--- config.mk ---
export PLATFORM = sky130hd
export DESIGN_NAME = bcu_queue
export DESIGN_NICKNAME = d
export VERILOG_FILES = /design/src/rtl/bcu_pkg.sv /design/src/rtl/bcu_queue.sv
export SDC_FILE = /design/constraint.sdc
export NUM_CORES = 1
export LEC_CHECK = 0
export BUFFER_PORTS_ARGS = -buffer_cell sky130_fd_sc_hd__buf_2
export CORE_MARGIN = 4
export CORE_UTILIZATION = 49
export CTS_CLUSTER_SIZE = 30
export DETAILED_ROUTE_END_ITERATION = 6
export PLACE_DENSITY_LB_ADDON = 0.05
export SKIP_CTS_REPAIR_TIMING = 1
export SYNTH_ARGS = -nofsm -noshare
export SYNTH_HDL_FRONTEND = slang
export SYNTH_SLANG_ARGS = --single-unit
--- constraint.sdc ---
create_clock -name clk -period 11.7 [get_ports clk]
set_clock_uncertainty 0.1 [all_clocks]
set_input_delay 0 -clock clk [delete_from_list [all_inputs] [get_ports clk]]
set_output_delay 0 -clock clk [all_outputs]
set_load 0.1 [all_outputs]
--- src/rtl/bcu_pkg.sv ---
// shared types and constants for the bicubic upscaler
package bcu_pkg;

  localparam int MaxWidth  = 512;
  localparam int MaxHeight = 512;
  localparam int XBits     = $clog2(MaxWidth);
  localparam int YBits     = $clog2(MaxHeight);
  localparam int FrameAw   = XBits + YBits;
  localparam int WeightAw  = 8;
  localparam int FracBits  = 14;
  localparam int AccBits   = 8 + 16 + 4 + 1;

  typedef enum logic [1:0] {
    OP_WEIGHT = 2'd0,
    OP_PIXEL  = 2'd1,
    OP_REQ    = 2'd2,
    OP_NONE   = 2'd3
  } opcode_t;

  localparam logic CFG_WIDTH  = 1'b0;
  localparam logic CFG_HEIGHT = 1'b1;

  // one classified command in the queue between front and back
  typedef struct packed {
    opcode_t      op;
    logic [7:0]   widx;
    logic [15:0]  wval;
    logic [8:0]   sx;
    logic [8:0]   sy;
    logic [23:0]  rgb;
    logic [10:0]  rx;
    logic [10:0]  ry;
  } cmd_t;

  typedef struct packed {
    logic [10:0] x;
    logic [10:0] y;
    logic [7:0]  r;
    logic [7:0]  g;
    logic [7:0]  b;
  } res_t;

endpackage

--- src/rtl/bcu_queue.sv ---
// two-entry command queue between front and back
module bcu_queue import bcu_pkg::*; (
  input  logic clk,
  input  logic rst_n,
  input  logic push,
  input  cmd_t push_data,
  output logic full,
  input  logic pop,
  output cmd_t pop_data,
  output logic empty
);
  cmd_t       mem_r [2];
  logic       wp_r, rp_r;
  logic [1:0] cnt_r;

  assign full     = (cnt_r == 2'd2);
  assign empty    = (cnt_r == 2'd0);
  assign pop_data = mem_r[rp_r];

  always_ff @(posedge clk) begin
    if (push) begin
      mem_r[wp_r] <= push_data;
    end
    if (!rst_n) begin
      wp_r  <= 1'b0;
      rp_r  <= 1'b0;
      cnt_r <= 2'd0;
    end else begin
      if (push) wp_r <= ~wp_r;
      if (pop) rp_r <= ~rp_r;
      cnt_r <= cnt_r + {1'b0, push} - {1'b0, pop};
    end
  end
endmodule

==> run metrics <==
status finished, final reports clean; nature of the critical path startpoint register; clk slew on worst S/H paths 0.06 ns; Vias/cell 4.69; met1 WL 5380 um; Synth area leaders edfxtp_1, mux2_4, buf_12; R2R cell count 2; starting DRC count in detailed routing around 190; final period utilization 0.256; register cell area after layout 5510 um2; Cell variety after synth 13; Synth top area share 0.754; worst-margin pin slew ~1.1 ns; DRT antenna net count 0; pins over their slew limit 0; r2r setup slk 9.41 ns; Core Util, Final 0.688; #FFs+latches synth 185; met3 wire len approximately 920 um; area of the multi-input gates 1480 um2; worst hold path depth 2; clock sinks between 150 and 200; worst-path maximum fanout 62; WP data required 11.60 ns; WS Path Type reg -> out; syn avg cell area 23.8 um2; largest net degree at the start of global routing 73; Final min period 2.99 ns; Pre-Repair DR Iteration Count 4; GRT Util Overall 0.150; port bufs about 190; Mapped Nets 397; Final nets between 600 and 700; Post-Synthesis Cells 301; DRC violations left 0; VDD IR max around 0.11 mV; Setup Viol. Count Final 0; unrepaired setup endpoints after global routing false; Highest Signal Layer met4; synthesized area 7170 um2; post-DP HPWL 8180 um; DIE HEIGHT 129 um; Synthesis Warnings 0; HP Start push_data[1]; die width 129 um; RR Startpoint wp_r; initial antenna violation count 1; number of max-cap violations 0; vias in the first global route 3563; routed length on met2 6760 um; GP Congestion 0.704; CP Capture Type output pin; final WL around 13000 um; post-synthesis sequential area ratio 0.767; Synth area leader edfxtp_1; Worst Path Arrival 2.89 ns; worst-case hold path end point mem_r[0][1]; Area Growth Syn to Fin 35.3%; Hold Violations, Final 0; Fillers 970; CTS Root Cell clkbuf_16; I/O pins 186; layout cells sized above 1 0.504; Initial Util 0.509; worst skew pair latency 0.41 ns; fmax 334 MHz; clk buf depth 2; setup TNS 0 ns; Lkg Pwr 0.00391 uW; GR Overflow Total 0; DR vias 3690; path category of the worst min-delay check in -> reg; Overall Power 1780 uW; dpl cells 659; hold slack final around 0.2 ns; max_slew headroom 0.234; leading cell type in the layout, fill and taps excluded buf_2; Pwr Density around 180 nW/um2; most frequent cells in the layout buf_2, edfxtp_1, dlygate4sd3_1, mux2_4, clkbuf_16; wire length of the first global-routing pass 18200 um; Layout Cells excl Fill 786; r2r endpoint mem_r[0][76]; TritonCTS buffer count 17; Routed wire per std cell 16.7 um; row cnt 43; Die Footprint 16600 um2; CTS tree built; depth of the CTS H-tree 4; core area 14100 um2
[final cells by class]
class | instances | share of cell area
Antenna cell | 1 | 0.000258
Clock buffer | 19 | 0.0446
Clock inverter | 13 | 0.0162
Inverter | 2 | 0.000774
Multi-Input combinational cell | 104 | 0.152
Sequential cell | 185 | 0.568
Tap cell | 180 | 0.0232
Timing Repair Buffer | 282 | 0.195
[cells by family (layout without fill, tap and decap cells)]
| kind of cell | count (synthesis) | count (layout) | synth area share |
|---|---|---|---|
| mux | 90 | 90 | 0.188 |
| compound gates | 1 | 1 | 0.00105 |
| xor+xnor | 2 | 2 | 0.00436 |
| other cells | 0 | 1 | 0 |
| buf+inv | 12 | 316 | 0.0277 |
| flops | 185 | 185 | 0.767 |
| fa+ha+maj | 2 | 2 | 0.00349 |
| simple gates | 9 | 9 | 0.00750 |
[routing by layer]
layer	vias to the layer above	GRT usage
met1	1789	0.178
met2	122	0.243
li1	1772	-
met4	0	0.0482
met3	7	0.0718
met5	-	0
[synthesized netlist by cell type]
cell type,count
xnor3_1,1
nor2b_1,4
buf_12,9
dfxtp_1,5
xor2_1,1
edfxtp_1,180
and2_1,4
o21a_1,1
buf_6,1
mux2_4,90
nor2_1,1
inv_1,2
ha_1,2
[state kept, by name, indices dropped and copies added, names as in the netlist, named ones only]
name,flops
cnt_r,2
mem_r,180
rp_r,1
wp_r,1
[stage by stage]
stage,setup slack (ns),instance area (um2)
after floorplan,6.74,7170
after global placement,9.09,8170
after detailed placement,9.10,8170
after CTS,8.63,8760
after global routing,8.54,9700
final,8.71,9700
[critical path, stage by stage (launching register included)]
cell and delay, ns:
dfxtp_4 0.71, buf_4 0.96, mux2_4 0.32, buf_2 0.42
[where the power goes]
| group | internal (uW) | switching (uW) | leakage (uW) | total (uW) |
|---|---|---|---|---|
| Combinational | 113 | 315 | 0.00188 | 428 |
| Clock | 352 | 216 | 0.000290 | 568 |
| Sequential | 767 | 14.5 | 0.00173 | 781 |
| Total | 1230 | 545 | 0.00391 | 1780 |
[how the worst max path moves through the flow]
stage | start | to | slack (ns)
after floorplan | wp_r | mem_r[0][0] | 6.74
after global placement | register | pop_data[43] | 9.09
after detailed placement | register | pop_data[43] | 9.10
after CTS | register | pop_data[43] | 8.63
after global routing | register | pop_data[42] | 8.54
final | register | pop_data[43] | 8.71
(Power assumes the default switching activity.)
